--- src/hdl/scap_pkg.sv ---
// ----------------------------------------------------------------------------
// scap_pkg
// Types and constants shared by the cell address parser modules.
// ----------------------------------------------------------------------------
package scap_pkg;

  // Widths of the item fields.
  localparam int unsigned CharW   = 8;
  localparam int unsigned StatusW = 3;
  localparam int unsigned RowW    = 21;
  localparam int unsigned ColW    = 15;
  localparam int unsigned ValW    = 5;

  // Register indexes of the configuration port.
  localparam logic REG_ROW_LIMIT    = 1'b0;
  localparam logic REG_COLUMN_LIMIT = 1'b1;

  // Reset values of the limit registers.
  localparam logic [RowW-1:0] ROW_LIMIT_RST    = 21'd1048576;
  localparam logic [ColW-1:0] COLUMN_LIMIT_RST = 15'd16384;

  // Saturation values of the accumulators.
  localparam logic [RowW-1:0] ROW_SAT = 21'h1FFFFF;
  localparam logic [ColW-1:0] COL_SAT = 15'h7FFF;

  // Result status codes, in order of precedence.
  localparam logic [StatusW-1:0] ST_OK        = 3'd0;
  localparam logic [StatusW-1:0] ST_EMPTY     = 3'd1;
  localparam logic [StatusW-1:0] ST_FORM      = 3'd2;
  localparam logic [StatusW-1:0] ST_BAD_CHAR  = 3'd3;
  localparam logic [StatusW-1:0] ST_LEAD_ZERO = 3'd4;
  localparam logic [StatusW-1:0] ST_ROW_RANGE = 3'd5;
  localparam logic [StatusW-1:0] ST_COL_RANGE = 3'd6;

  // Parse phases.
  localparam logic [1:0] PH_IDLE    = 2'd0;
  localparam logic [1:0] PH_LETTERS = 2'd1;
  localparam logic [1:0] PH_DIGITS  = 2'd2;
  localparam logic [1:0] PH_FAIL    = 2'd3;

  typedef enum logic [2:0] {
    KIND_NONE,
    KIND_BLANK,
    KIND_LETTER,
    KIND_DIGIT,
    KIND_OTHER
  } char_kind_e;

  typedef struct packed {
    logic [CharW-1:0] char_code;
    logic             char_present;
    logic             last_char;
  } in_item_t;

  typedef struct packed {
    logic [StatusW-1:0] status;
    logic [RowW-1:0]    row_number;
    logic [ColW-1:0]    column_number;
  } out_item_t;

  // A classified character as it travels from the front to the back.
  typedef struct packed {
    char_kind_e      kind;
    logic [ValW-1:0] value;
    logic            last;
  } class_item_t;

  typedef struct packed {
    logic [RowW-1:0] row_limit;
    logic [ColW-1:0] column_limit;
  } cfg_t;

endpackage

--- src/hdl/scap_front.sv ---
// ----------------------------------------------------------------------------
// scap_front
// Classifies one input character as blank, letter, digit or other.
// ----------------------------------------------------------------------------
module scap_front (
  input  scap_pkg::in_item_t    item_i,
  output scap_pkg::class_item_t class_o
);

  logic [scap_pkg::CharW-1:0] folded;
  logic                       blank;
  logic                       letter;
  logic                       digit;

  always_comb begin
    // Lower case letters are folded to upper case.
    if (item_i.char_code >= 8'd97 && item_i.char_code <= 8'd122) begin
      folded = item_i.char_code - 8'd32;
    end else begin
      folded = item_i.char_code;
    end
    blank  = (item_i.char_code == 8'd9)  || (item_i.char_code == 8'd10) ||
             (item_i.char_code == 8'd12) || (item_i.char_code == 8'd13) ||
             (item_i.char_code == 8'd32);
    letter = (folded >= 8'd65) && (folded <= 8'd90);
    digit  = (folded >= 8'd48) && (folded <= 8'd57);

    class_o.last  = item_i.last_char;
    class_o.value = '0;
    if (!item_i.char_present) begin
      class_o.kind = scap_pkg::KIND_NONE;
    end else if (blank) begin
      class_o.kind = scap_pkg::KIND_BLANK;
    end else if (letter) begin
      class_o.kind  = scap_pkg::KIND_LETTER;
      class_o.value = 5'(folded - 8'd64);
    end else if (digit) begin
      class_o.kind  = scap_pkg::KIND_DIGIT;
      class_o.value = 5'(folded - 8'd48);
    end else begin
      class_o.kind = scap_pkg::KIND_OTHER;
    end
  end

endmodule

--- src/hdl/scap_queue.sv ---
// ----------------------------------------------------------------------------
// scap_queue
// Two-entry queue of classified characters between front and back.
// ----------------------------------------------------------------------------
module scap_queue (
  input  logic                  clk_i,
  input  logic                  rst_ni,
  input  logic                  push_i,
  input  scap_pkg::class_item_t push_item_i,
  output logic                  full_o,
  output logic                  valid_o,
  input  logic                  pop_i,
  output scap_pkg::class_item_t pop_item_o
);

  scap_pkg::class_item_t entry_q [2];
  logic                  wr_ptr_q, wr_ptr_d;
  logic                  rd_ptr_q, rd_ptr_d;
  logic [1:0]            count_q, count_d;
  logic                  do_push;
  logic                  do_pop;

  assign full_o     = (count_q == 2'd2);
  assign valid_o    = (count_q != 2'd0);
  assign pop_item_o = entry_q[rd_ptr_q];
  assign do_push    = push_i && !full_o;
  assign do_pop     = pop_i && valid_o;

  always_comb begin
    wr_ptr_d = do_push ? ~wr_ptr_q : wr_ptr_q;
    rd_ptr_d = do_pop  ? ~rd_ptr_q : rd_ptr_q;
    count_d  = count_q;
    if (do_push && !do_pop) begin
      count_d = count_q + 2'd1;
    end else if (do_pop && !do_push) begin
      count_d = count_q - 2'd1;
    end
  end

  always_ff @(posedge clk_i or negedge rst_ni) begin
    if (!rst_ni) begin
      wr_ptr_q <= 1'b0;
      rd_ptr_q <= 1'b0;
      count_q  <= 2'd0;
    end else begin
      wr_ptr_q <= wr_ptr_d;
      rd_ptr_q <= rd_ptr_d;
      count_q  <= count_d;
    end
  end

  always_ff @(posedge clk_i) begin
    if (do_push) begin
      entry_q[wr_ptr_q] <= push_item_i;
    end
  end

endmodule

--- src/hdl/scap_back.sv ---
// ----------------------------------------------------------------------------
// scap_back
// Parses classified characters, keeps the accumulators and holds the result.
// ----------------------------------------------------------------------------
module scap_back (
  input  logic                  clk_i,
  input  logic                  rst_ni,
  input  scap_pkg::cfg_t        cfg_i,
  input  logic                  valid_i,
  input  scap_pkg::class_item_t item_i,
  output logic                  pop_o,
  output logic                  out_valid_o,
  input  logic                  out_stall_i,
  output scap_pkg::out_item_t   out_item_o
);

  localparam int unsigned RowMulW = scap_pkg::RowW + 4;
  localparam int unsigned ColMulW = scap_pkg::ColW + 5;

  // Parse state.
  logic [1:0]                phase_q, phase_d;
  logic [scap_pkg::ColW-1:0] col_q, col_d;
  logic [scap_pkg::RowW-1:0] row_q, row_d;
  logic [1:0]                cnt_q, cnt_d;
  logic                      fdz_q, fdz_d;
  logic                      pend_q, pend_d;
  logic                      bad_q, bad_d;

  // Result register: the parse state captured at the last character.
  logic                      res_valid_q;
  logic [1:0]                res_phase_q;
  logic [scap_pkg::ColW-1:0] res_col_q;
  logic [scap_pkg::RowW-1:0] res_row_q;
  logic [1:0]                res_cnt_q;
  logic                      res_fdz_q;
  logic                      res_bad_q;

  logic                      res_free;
  logic [RowMulW-1:0]        row_mul;
  logic [ColMulW-1:0]        col_mul;
  logic [scap_pkg::StatusW-1:0] status;

  assign res_free = !res_valid_q || !out_stall_i;
  assign pop_o    = valid_i && (!item_i.last || res_free);

  always_comb begin
    row_mul = (RowMulW'(row_q) << 3) + (RowMulW'(row_q) << 1) + RowMulW'(item_i.value);
    col_mul = (ColMulW'(col_q) << 4) + (ColMulW'(col_q) << 3) + (ColMulW'(col_q) << 1)
            + ColMulW'(item_i.value);

    phase_d = phase_q;
    col_d   = col_q;
    row_d   = row_q;
    cnt_d   = cnt_q;
    fdz_d   = fdz_q;
    pend_d  = pend_q;
    bad_d   = bad_q;

    if (item_i.kind == scap_pkg::KIND_BLANK) begin
      // A blank after content may be trailing; it is bad only if more follows.
      if (phase_q == scap_pkg::PH_LETTERS || phase_q == scap_pkg::PH_DIGITS) begin
        pend_d = 1'b1;
      end
    end else if (item_i.kind != scap_pkg::KIND_NONE) begin
      if (phase_q == scap_pkg::PH_IDLE) begin
        if (item_i.kind == scap_pkg::KIND_LETTER) begin
          phase_d = scap_pkg::PH_LETTERS;
          col_d   = scap_pkg::ColW'(item_i.value);
        end else begin
          phase_d = scap_pkg::PH_FAIL;
        end
      end else if (phase_q != scap_pkg::PH_FAIL) begin
        if (pend_q) begin
          pend_d  = 1'b0;
          phase_d = scap_pkg::PH_DIGITS;
          bad_d   = 1'b1;
        end
        if (phase_d == scap_pkg::PH_LETTERS && item_i.kind == scap_pkg::KIND_LETTER) begin
          col_d = (col_mul > ColMulW'(scap_pkg::COL_SAT)) ? scap_pkg::COL_SAT
                                                            : col_mul[scap_pkg::ColW-1:0];
        end else begin
          phase_d = scap_pkg::PH_DIGITS;
          if (item_i.kind == scap_pkg::KIND_DIGIT) begin
            if (cnt_q == 2'd0) begin
              fdz_d = (item_i.value == '0);
            end
            if (cnt_q != 2'd2) begin
              cnt_d = cnt_q + 2'd1;
            end
            row_d = (row_mul > RowMulW'(scap_pkg::ROW_SAT)) ? scap_pkg::ROW_SAT
                                                              : row_mul[scap_pkg::RowW-1:0];
          end else begin
            bad_d = 1'b1;
          end
        end
      end
    end
  end

  always_ff @(posedge clk_i or negedge rst_ni) begin
    if (!rst_ni) begin
      phase_q     <= scap_pkg::PH_IDLE;
      col_q       <= '0;
      row_q       <= '0;
      cnt_q       <= 2'd0;
      fdz_q       <= 1'b0;
      pend_q      <= 1'b0;
      bad_q       <= 1'b0;
      res_valid_q <= 1'b0;
    end else begin
      if (pop_o) begin
        if (item_i.last) begin
          phase_q <= scap_pkg::PH_IDLE;
          col_q   <= '0;
          row_q   <= '0;
          cnt_q   <= 2'd0;
          fdz_q   <= 1'b0;
          pend_q  <= 1'b0;
          bad_q   <= 1'b0;
        end else begin
          phase_q <= phase_d;
          col_q   <= col_d;
          row_q   <= row_d;
          cnt_q   <= cnt_d;
          fdz_q   <= fdz_d;
          pend_q  <= pend_d;
          bad_q   <= bad_d;
        end
      end
      if (pop_o && item_i.last) begin
        res_valid_q <= 1'b1;
      end else if (!out_stall_i) begin
        res_valid_q <= 1'b0;
      end
    end
  end

  always_ff @(posedge clk_i) begin
    if (pop_o && item_i.last) begin
      res_phase_q <= phase_d;
      res_col_q   <= col_d;
      res_row_q   <= row_d;
      res_cnt_q   <= cnt_d;
      res_fdz_q   <= fdz_d;
      res_bad_q   <= bad_d;
    end
  end

  // Status checks in order of precedence.
  always_comb begin
    if (res_phase_q == scap_pkg::PH_IDLE) begin
      status = scap_pkg::ST_EMPTY;
    end else if (res_phase_q == scap_pkg::PH_LETTERS || res_phase_q == scap_pkg::PH_FAIL) begin
      status = scap_pkg::ST_FORM;
    end else if (res_bad_q) begin
      status = scap_pkg::ST_BAD_CHAR;
    end else if (res_cnt_q == 2'd2 && res_fdz_q) begin
      status = scap_pkg::ST_LEAD_ZERO;
    end else if (res_row_q == '0 || res_row_q > cfg_i.row_limit) begin
      status = scap_pkg::ST_ROW_RANGE;
    end else if (res_col_q > cfg_i.column_limit) begin
      status = scap_pkg::ST_COL_RANGE;
    end else begin
      status = scap_pkg::ST_OK;
    end
    out_item_o.status        = status;
    out_item_o.row_number    = (status == scap_pkg::ST_OK) ? res_row_q : '0;
    out_item_o.column_number = (status == scap_pkg::ST_OK) ? res_col_q : '0;
  end

  assign out_valid_o = res_valid_q;

endmodule

--- src/hdl/spreadsheet_cell_address_parser_top.sv ---
// ----------------------------------------------------------------------------
// spreadsheet_cell_address_parser_top
// Parses an A1-style cell reference, one character per item, into a status,
// a row number and a bijective base-26 column number.
// ----------------------------------------------------------------------------
//
// Channel   Direction  Handshake               Payload
// in        input      in_valid_i / in_stall_o  scap_pkg::in_item_t
// out       output     out_valid_o / out_stall_i scap_pkg::out_item_t
// cfg       input      cfg_we_i                 cfg_idx_i, cfg_data_i
//
// One character item is taken per cycle unless the queue is full. An accepted item
// enters the two-entry queue and is parsed once it reaches the head; a last
// character then loads the result register, from which the result is offered.
// Reset clears the parse state, queue and result and sets the limits to 1048576
// rows and 16384 columns. A stalled result lets other characters flow until the
// queue fills; a last character waits at the head until the result is taken.
//
module spreadsheet_cell_address_parser_top (
  input  logic                          clk_i,
  input  logic                          rst_ni,
  input  logic                          in_valid_i,
  output logic                          in_stall_o,
  input  scap_pkg::in_item_t            in_item_i,
  output logic                          out_valid_o,
  input  logic                          out_stall_i,
  output scap_pkg::out_item_t           out_item_o,
  input  logic                          cfg_we_i,
  input  logic                          cfg_idx_i,
  input  logic [scap_pkg::RowW-1:0]     cfg_data_i
);

  // Limit registers; the user must write them only while the block is idle, which the block itself does not enforce.
  scap_pkg::cfg_t        cfg_q;
  scap_pkg::class_item_t front_class;
  scap_pkg::class_item_t queue_item;
  logic                  queue_full;
  logic                  queue_valid;
  logic                  back_pop;

  always_ff @(posedge clk_i or negedge rst_ni) begin
    if (!rst_ni) begin
      cfg_q.row_limit    <= scap_pkg::ROW_LIMIT_RST;
      cfg_q.column_limit <= scap_pkg::COLUMN_LIMIT_RST;
    end else if (cfg_we_i) begin
      if (cfg_idx_i == scap_pkg::REG_ROW_LIMIT) begin
        cfg_q.row_limit <= cfg_data_i;
      end else begin
        cfg_q.column_limit <= cfg_data_i[scap_pkg::ColW-1:0];
      end
    end
  end

  // The front classifies the character; classification needs no state.
  scap_front u_front (
    .item_i  (in_item_i),
    .class_o (front_class)
  );

  // The queue decouples the front from the back, so that a stalled result
  // does not stop characters from being taken in until the queue fills.
  scap_queue u_queue (
    .clk_i       (clk_i),
    .rst_ni      (rst_ni),
    .push_i      (in_valid_i),
    .push_item_i (front_class),
    .full_o      (queue_full),
    .valid_o     (queue_valid),
    .pop_i       (back_pop),
    .pop_item_o  (queue_item)
  );

  assign in_stall_o = queue_full;

  // The back holds the parse state and the result register.
  scap_back u_back (
    .clk_i       (clk_i),
    .rst_ni      (rst_ni),
    .cfg_i       (cfg_q),
    .valid_i     (queue_valid),
    .item_i      (queue_item),
    .pop_o       (back_pop),
    .out_valid_o (out_valid_o),
    .out_stall_i (out_stall_i),
    .out_item_o  (out_item_o)
  );

endmodule

--- config.mk ---
export PLATFORM = sky130hd
export DESIGN_NAME = spreadsheet_cell_address_parser_top
export DESIGN_NICKNAME = d
export VERILOG_FILES = /design/src/hdl/scap_pkg.sv /design/src/hdl/scap_front.sv /design/src/hdl/scap_queue.sv /design/src/hdl/scap_back.sv /design/src/hdl/spreadsheet_cell_address_parser_top.sv
export SDC_FILE = /design/constraint.sdc
export NUM_CORES = 1
export LEC_CHECK = 0
export BUFFER_PORTS_ARGS = -buffer_cell sky130_fd_sc_hd__buf_4
export CAP_MARGIN = 20
export CORE_ASPECT_RATIO = 0.5
export CORE_UTILIZATION = 35
export DETAILED_ROUTE_END_ITERATION = 12
export GPL_ROUTABILITY_DRIVEN = 0
export PLACE_DENSITY_LB_ADDON = 0.3
export SYNTH_ARGS = -nofsm -noshare
export SYNTH_HDL_FRONTEND = slang
export SYNTH_HIERARCHICAL = 1
export SYNTH_SLANG_ARGS = --single-unit
--- constraint.sdc ---
create_clock -name clk_i -period 5.89 [get_ports clk_i]
set_clock_uncertainty 0.2 [all_clocks]
set_input_delay 1.767 -clock clk_i [delete_from_list [all_inputs] [get_ports clk_i]]
set_output_delay 1.767 -clock clk_i [all_outputs]
set_load 0.05 [all_outputs]
* Word level (Yosys, flattened, before mapping)
Memories as Yosys holds them, arrays and structs flattened. Cells that the tools add are included.
Cells by class: $add $sub $neg 11, multiplexer cells 80, order comparisons 10, reductions and logical operators 40, bitwise operators 3, eq/ne operators 20
Operators by type and width (number):
- $mux W21 | 9
- $mux W15 | 9
- $mux W2 | 22
- $eq A8 B4 Y1 const B | 4
- $mux W3 | 9
- $mux W1 | 26
- $add A24 B22 Y25 | 1
- $add A25 B5 Y25 | 1
- $gt A25 B21 Y1 const B | 1
- $gt A21 B21 Y1 | 1
- $logic_not A21 Y1 | 1
- $add A19 B18 Y20 | 1
- $add A20 B16 Y20 | 1
- $add A20 B5 Y20 | 1
- $gt A20 B15 Y1 const B | 1
- $ge A8 B7 Y1 const B | 2
- $le A8 B7 Y1 const B | 2
- $mux W8 | 2
- $gt A15 B15 Y1 | 1
- $mux W5 | 3
- $logic_and A1 B1 Y1 | 11
- $logic_or A1 B1 Y1 | 9
- $reduce_bool A3 Y1 | 3
- $eq A2 B2 Y1 const B | 4
- 23 further kinds | 39
Storage, ports and cells: memories kept 1, bits in writable memories 18, input bits 37, output and inout bits 41, word-level logic and storage cells 184, flip-flop bits (word level) 126
Memory list:
- u_queue.entry_q | depth 2, width 9, rd ports 1, clocked after memory_dff 0, write ports 1, line scap_queue.sv:16 | scap_pkg::class_item_t entry_q [2];

* Logic depth before layout (Yosys ltp)
word-level depth 13, mapped depth 18, depth with buffers taken out 16

* Modules after synthesis
Netlist, hierarchy kept.
By module, submodules not included:
- scap_back | cells each 896, seq. area each 2362.3 um^2, times used 1, area each 8155.3 um^2
- spreadsheet_cell_address_parser_top | cells each 77, seq. area each 903.4 um^2, times used 1, area each 1408.9 um^2
- scap_queue | cells each 47, seq. area each 640.6 um^2, times used 1, area each 852.1 um^2
- scap_front | cells each 31, seq. area each 0.0 um^2, times used 1, area each 212.7 um^2

* Worst setup path before layout
Ideal clock, no wire load.
kind flip-flop to output port, start register u_back/res_row_q[6] (netlist name), end output out_item_o[0] (netlist name), required time 3923 ps, arrival time 3284 ps, path buffers 1, path slack 639 ps, cell stages (with the launch flop) 11, cells stage by stage edfxtp_1 > ha_1 > a21o_1 > a21o_1 > a21oi_1 > nor2b_1 > a221o_1 > a21oi_1 > nand2b_1 > clkbuf_1 > nor4_1
RTL lines:
- start: declaration | line scap_back.sv:33 | logic [scap_pkg::RowW-1:0] res_row_q;
- start signal: assignment | line scap_back.sv:142 | res_row_q <= row_d;
- end: declaration | line spreadsheet_cell_address_parser_top.sv:27 | output scap_pkg::out_item_t out_item_o,

==> metrics.md <==
| Metric | Value |
|---|---|
| Status | `finished clean` |
| Leakage | `5.780 nW` |
| Tcrit/Tclk final | `0.9223` |
| Pwr Density | `about 500 mW/mm²` |
| Synth top area cells | `dfrtp_1 (19%), edfxtp_1 (17%), ha_1 (14%)` |
| Clock slew at reported path FFs | `roughly 0.06 ns` |
| All-layer global routing usage | `0.1863` |
| Post-CTS setup buffer count | `0` |
| Setup violators final | `0` |
| Fillers | `2860` |
| DP Area | `0.01163 mm²` |
| Register Area | `between 0.003 and 0.004 mm²` |
| Die H | `about 130 µm` |
| Iteration-0 DRC Markers | `just under 600` |
| Post-synth EDFFs | `60` |
| Setup TNS | `0 ns` |
| Fmax | `about 0.18 GHz` |
| Top cell type's share of synthesized area | `0.1931` |
| # diodes | `0` |
| WL final | `28250 µm` |
| Worst Hold Depth | `1` |
| Post-CTS Resized | `0` |
| Worst slack, placed | `0.6340 ns` |
| Drt wl/cell | `18.52 µm` |
| Slew Limit Fails | `0` |
| Site Rows | `44` |
| Antenna-violating nets left | `0` |
| Vias in the first global route | `around 8600` |
| Tot Pwr | `approximately 6 mW` |
| Worst Hold Path EP | `u_queue/wr_ptr_q$_DFFE_PN0P_` |
| DR vias | `approximately 8400` |
| Critical path type | `register to output port` |
| DR DRC count | `0` |
| H-tree levels | `4` |
| Synthesized area | `0.01063 mm²` |
| Final instance area | `around 0.012 mm²` |
| Syn_nets | `between 1000 and 1500` |
| Ys Warns | `6` |
| Initial Utilization | `0.3616` |
| Worst slew margin | `0.3045` |
| Startpoint class of the critical path | `register` |
| Die Width | `248.5 µm` |
| Fraction of layout cells with a size suffix above 1 | `0.1744` |
| Max_cap viols | `0` |
| Cell variety after synth | `84` |
| Cell taking the most area after synthesis | `dfrtp_1` |
| Fin worst setup slack | `roughly 0.46 ns` |
| Synth Instances | `~1100` |
| Synth Register Bits | `around 140` |
| DP HPWL | `around 22000 µm` |
| CORE AREA | `roughly 0.03 mm²` |
| Critical path data required time | `between 3 and 4 ns` |
| Worst hold slack | `between 0.3 and 0.4 ns` |
| Final hold vios | `0` |
| Critical R2R Capture | `u_back/res_row_q[3]$_DFFE_PP_` |
| Slew @ Worst Pin | `between 1 and 1.5 ns` |
| CP endpoint kind | `output port` |
| RR Startpoint | `u_queue/rd_ptr_q$_DFFE_PN0P_` |
| Remaining global-route overflow | `0` |
| Final min period | `5.432 ns` |
| Initial antenna violation count | `0` |
| Crit path max fanout | `24` |
| Via/cell ratio | `about 5.5` |
| Area of the multi-input gates | `around 0.0061 mm²` |
| HP Start | `u_queue/wr_ptr_q$_DFFE_PN0P_` |
| Sequential fraction of the synthesis area | `0.3675` |
| Maximum vdd drop | `between 200 and 300 µV` |
| Reg2Reg Setup Slack | `0.58 ns` |
| # IOs | `78` |
| CTS root buffer | `clkbuf_16` |
| Finished Core Util | `0.4164` |
| RSZ-0062 raised after global routing | `false` |
| Main synth FF type | `dfrtp_1` |
| First-pass GRT wire length | `45680 µm` |
| CTS tree | `built` |
| Final net count | `roughly 1300` |
| Clk_lat worst skew | `about 0.43 ns` |
| DRT Pass-1 Iters | `5` |
| Placed Instances | `1494` |
| Min-Delay Path Class | `register to register` |
| Die area | `a little over 0.03 mm²` |
| Asr flop ratio synth | `0.5833` |
| # clock sinks | `between 100 and 150` |
| Arr. time, crit path | `between 3 and 4 ns` |
| Layout area overhead | `15.17%` |
| Non-Filler Instances | `between 1500 and 2000` |
| Pin count of the biggest net entering global routing | `50` |
| Mean instance size in the synthesized netlist | `between 10 and 15 µm²` |
| CTS Buffer Depth | `2` |
| Inserted Clock Buffers | `17` |
| # hold bufs at CTS | `0` |
| I/O Buffers | `77` |
| Reg2Reg Depth | `14` |
-- metal layers --
| metal | global-route usage | vias up | part of all wire |
|---|---|---|---|
| li1 | - | 3983 | - |
| met1 | 0.2347 | 4139 | 0.45 |
| met2 | 0.3173 | 193 | 0.49 |
| met3 | 0.03415 | 45 | 0.040 |
| met4 | 0.07417 | 0 | 0.026 |
| met5 | 0 | - | 0 |
-- cells in the mapped netlist, types with 3 or more instances --
master,number
fa_1,18
nand2b_1,15
mux2_2,36
xor2_1,11
and4_1,6
o22a_1,24
a31oi_1,6
nor3_1,44
a22o_1,7
nor4_1,11
nor2b_1,11
edfxtp_1,60
mux2_4,11
nor3b_1,5
o21bai_1,5
buf_4,6
o211a_1,3
nand3_1,12
or2_2,4
ha_1,117
and2_1,9
nand4_1,13
nand2_1,73
o221a_1,20
a21oi_1,62
o21ai_0,35
a211oi_1,8
a21o_1,28
o22ai_1,3
and3_1,4
dfrtp_1,82
clkbuf_1,27
nor2_1,44
a32o_1,5
nand3b_1,7
xnor2_1,23
inv_1,115
o21a_1,11
buf_6,3
o21ai_1,4
o211ai_1,5
-- cell families (layout without fill, tap and decap cells) --
kind of cell | after synthesis | after routing | synth area share
AOI/OAI and AO/OA | 259 | 259 | 0.1815
xor gates and xnor gates | 34 | 34 | 0.02802
adders and majority gates | 135 | 135 | 0.1716
buffers and inverters | 154 | 238 | 0.05886
DFF | 144 | 144 | 0.3675
muxes | 49 | 49 | 0.05556
and+or+nand+nor | 276 | 276 | 0.1369
-- placed cells by master (no fill, tap or decap), types with 24 or more instances in the layout --
master    netlist  final
edfxtp_1       60     60
nor3_1         44     44
o22a_1         24     24
dfrtp_1        82     82
nand2_1        73     73
buf_4           6     90
ha_1          117    117
nor2_1         44     43
a21oi_1        62     62
mux2_2         36     36
a21o_1         28     28
inv_1         115    115
o21ai_0        35     35
-- critical path, cell delays in order, from the launching register on --
cell and delay, ns:
edfxtp_1 0.45, ha_1 0.33, a21o_1 0.11, a21o_1 0.11, a21oi_1 0.08, nor2b_1 0.13
a221o_1 0.31, a21oi_1 0.38, nand2b_1 0.40, buf_4 0.38, nor3_1 0.12, buf_4 0.21
-- power by group --
part           switching [mW]  internal (mW)  leakage, nW
Clock                   0.478          0.653        0.301
Sequential              0.351           1.48         1.65
Combinational            2.00           1.22         3.82
Total                    2.83           3.35         5.78
-- worst max-delay path by stage --
stage / from / end / cells after the start
after global routing: u_back/res_row_q[18]$_DFFE_PP_ / out_item_o[15] / 11
after global placement: u_queue/rd_ptr_q$_DFFE_PN0P_ / u_back/res_col_q[8]$_DFFE_PP_ / 15
after floorplan: u_back/res_row_q[6]$_DFFE_PP_ / out_item_o[0] / 10
after detailed placement: u_queue/rd_ptr_q$_DFFE_PN0P_ / u_back/res_col_q[8]$_DFFE_PP_ / 15
final: u_back/res_row_q[6]$_DFFE_PP_ / out_item_o[29] / 11
after CTS: u_back/res_row_q[6]$_DFFE_PP_ / out_item_o[29] / 11
-- sequential cells by signal, indices dropped and copies added (netlist names), 2 cells and up --
signal              flops
u_back/row_q           21
u_back/res_col_q       15
u_back/col_q           15
u_back/phase_q          2
u_back/cnt_q            2
u_queue/count_q         2
u_queue/entry_q        18
u_back/res_phase_q      2
u_back/res_cnt_q        2
cfg_q                  36
u_back/res_row_q       21
-- cell type report --
cell class                      count  area share
Timing Repair Buffer               91     0.05683
Tap cell                          391     0.03996
Inverter                          115     0.03526
Multi-Input combinational cell    753      0.4989
Sequential cell                   144      0.3191
Clock inverter                     14     0.01410
Clock buffer                       18     0.03588
Note: power is estimated with default switching activity, not from simulation.
